`src/fpsc_mul.sv`:
```
// Registered signed 34x34 multiply used by the sequencer.
// Depends on nothing else.
`default_nettype none
module fpsc_mul (
	input  wire logic               clk,
	input  wire logic signed [33:0] a,
	input  wire logic signed [33:0] b,
	output logic signed [67:0]      p_s1
);
	// register each product
	always_ff @(posedge clk) begin
		p_s1 <= a * b;
	end
endmodule
`default_nettype wire

```
`config.mk`:
```
export PLATFORM = sky130hd
export DESIGN_NAME = fpsc_mul
export DESIGN_NICKNAME = d
export VERILOG_FILES = /design/src/fpsc_mul.sv
export SDC_FILE = /design/constraint.sdc
export NUM_CORES = 2
export LEC_CHECK = 0
export BUFFER_PORTS_ARGS = -buffer_cell sky130_fd_sc_hd__buf_2
export CAP_MARGIN = 20
export CELL_PAD_IN_SITES_DETAIL_PLACEMENT = 0
export CELL_PAD_IN_SITES_GLOBAL_PLACEMENT = 2
export CORE_UTILIZATION = 43
export DETAILED_ROUTE_END_ITERATION = 10
export PLACE_DENSITY = 0.83
export SYNTH_ARGS = -nofsm -noshare
export SYNTH_HDL_FRONTEND = slang
export SYNTH_SLANG_ARGS = --single-unit
```
`constraint.sdc`:
```
create_clock -name clk -period 12.7 [get_ports clk]
set_input_delay 2.54 -clock clk [delete_from_list [all_inputs] [get_ports clk]]
set_output_delay 2.54 -clock clk [all_outputs]
set_load 0.05 [all_outputs]
```
==> results.yml <==
critical_path:
  setup.worst_path.start: "a[33]"
  path_class: "input port to flop"
  crit_top_cell: "fa_1"
  cp_slowest_cell: "fa_1"
  endpoint_kind: "flop"
  required_ps: 13000
  path_max_fanout: 34
  critPathLaunchType: "input port"
  max_stage_delay_ps: 720
  crit_path_end: "p_s1[67]$_DFF_P_"
  cp.arrival_ps: 11030
logic_synthesis:
  synth.largest_area_cell: "fa_1"
  syn_inst: 4554
  yosysSeqAreaShare_pct: 3.16
  synth_fp_nets: 6068
  ys_warn_count: 0
  synthFlopType: "dfxtp_1"
  synth.avg_cell_area_sq_um: 9.45
  synthTopCellsByArea: "fa_1 (58%), inv_1 (11%), and2_1 (9.0%), ha_1 (5.9%), nand2_1 (4.7%)"
  syn_area_sq_um: 43000
  synth_edf_count: 0
  synth_top_area_share_pct: 57.7
  ys_async_sr_fraction_pct: 0
  ys_ff_latch: 68
  synthDistinctLibCells: 69
timing:
  period_minus_slack_ps: 10720
  drv_slew: 0
  worst_slack_ps: 1980
  hold_viol_final: 0
  setup_viol: 0
  fmax_mhz: 93.3
  fin_crit_sh_pct: 84.4
  tns_ps: 0
  rsz0062_at_grt: "no"
  worstMarginPinSlew_ps: 1160
  slew_headroom_pct: 22.9
clock_network:
  postCtsSetupBuffers: 0
  hold_buffers: 0
  clockBufferDepth: 2
  cts_tree: "yes"
  root_buffer: "clkbuf_16"
  numCtsBuffers: 9
  cts_num_sinks: 68
  ctsResizeCount: 0
  clk_pin_slew_ps: 80
  htree_levels: 3
cells_and_area:
  syn_to_final_growth_pct: 4.69
  nets: 6029
  postLayoutCellArea_sq_um: 45000
  final_common_cell: "fa_1"
  largestRegisters: "p_s1 x68"
  nFillCells: 9756
  post-route-util_pct: 45.6
  regMostFlops: "p_s1"
  largest_reg_flops: 68
  final_cell_mix: "fa_1 (1241), inv_1 (1231), and2_1 (621)"
  layout-drive-gt1-share_pct: 5.00
global_routing:
  grt.overflow.total: 0
  grt_pass1_vias: 33200
  grt_pass1_wl_mm: 198
  grt_max_degree: 35
  grt_usage_pct: 25.9
  antenna_found_initial: 11
floorplan:
  die_height_microns: 318
  fp-row-count: 115
  io_pins: 137
  die_w_microns: 318
  start_util_pct: 43.6
  fp.coreArea_sq_um: 98700
  dieArea_sq_um: 101000
place:
  preCtsSetupSlack_ps: 1560
  io_buffers: 136
  gp_congestion: 0.845
  dpl_cell_area_sq_um: 44700
  dp.final_hpwl_mm: 98.9
drt:
  num_vias: 29400
  wl_per_cell_microns: 21.2
  antenna_left: 0
  viasPerCell: 5.06
  first_pass_iters: 5
  drt_drc_violations_left: 0
  first_iter_violations: 1602
  drt_wl_total_mm: 123
flow_run:
  max_cap_viol_count: 0
hold_path:
  hp-class: "input port to flop"
run_status:
  outcome: "finished clean"
[final cells by class]
cell class	count	area, sq um	area share [%]
Multi-Input combinational cell	3026	36100	80.2
Inverter	1232	4620	10.3
Tap cell	1287	1610	3.57
Sequential cell	68	1360	3.02
Timing Repair Buffer	178	993	2.21
Clock buffer	9	225	0.500
Clock inverter	7	82.6	0.183
Antenna cell	3	7.51	0.0167
[logic make-up (layout without fill, tap and decap cells)]
logic type                 count (synthesis)  count (layout)  share of synthesized area (%)
and+or+nand+nor                         1296            1296                           15.4
xor gates and xnor gates                  79              79                           1.61
AOI/OAI and AO/OA                        206             206                           3.35
adders and majority gates               1445            1445                           63.7
other                                      0               3                              0
DFF                                       68              68                           3.16
buffers and inverters                   1460            1426                           12.8
[how the worst min path moves through the flow]
stage | startpoint | to | slack, ps | depth (start not counted)
detailed placement | p_s1[19]$_DFF_P_ | p_s1[19] | 3010 | 1
CTS | a[0] | p_s1[0]$_DFF_P_ | 2690 | 2
global route | a[0] | p_s1[0]$_DFF_P_ | 2730 | 2
finish | a[0] | p_s1[0]$_DFF_P_ | 2700 | 2
global placement | p_s1[20]$_DFF_P_ | p_s1[20] | 3010 | 1
floorplan | a[0] | p_s1[0]$_DFF_P_ | 2670 | 1
[metal layers]
metal / track usage (%) / share of wire [%]
met5: 0 / 0.055
met2: 43.6 / 49
met1: 35.1 / 43
met3: 3.97 / 5.4
met4: 6.28 / 2.2
[worst max-delay path, delay by kind of cell]
kind / cells / cell delay (ps)
XOR/XNOR: 1 / 120
buffers and inverters: 8 / 960
AO/OA/AOI/OAI: 5 / 1280
AND/OR/NAND/NOR: 5 / 1300
adder cells (fa/ha/maj): 9 / 4780
[metrics by stage]
| stage | hold slack (ps) | cells |
|---|---|---|
| after floorplan | 2670 | 4554 |
| after global placement | 3010 | 5790 |
| after detailed placement | 3010 | 5790 |
| after CTS | 2690 | 5806 |
| after global routing | 2730 | 5807 |
| final | 2700 | 5810 |
[cell usage after synthesis, types with 3 or more instances]
| library cell | instances |
|---|---|
| a211oi_1 | 6 |
| a21o_1 | 37 |
| a21oi_1 | 61 |
| a221oi_1 | 3 |
| a31oi_1 | 7 |
| and2_1 | 621 |
| and3_1 | 5 |
| and3_2 | 3 |
| buf_4 | 4 |
| clkbuf_1 | 214 |
| dfxtp_1 | 68 |
| fa_1 | 1241 |
| ha_1 | 204 |
| inv_1 | 1231 |
| nand2_1 | 542 |
| nand2b_1 | 20 |
| nand3_1 | 11 |
| nand4_1 | 11 |
| nor2_1 | 54 |
| nor2b_1 | 9 |
| nor3_1 | 5 |
| o211ai_1 | 3 |
| o21a_1 | 4 |
| o21ai_0 | 31 |
| o21ai_1 | 7 |
| o21bai_1 | 12 |
| o41ai_1 | 3 |
| o41ai_2 | 3 |
| or2_2 | 4 |
| xnor2_1 | 56 |
| xor2_1 | 23 |
Power is left out: the tool's default activity adds up to more than one toggle a clock period on the data nets, which glitch-free logic cannot reach.
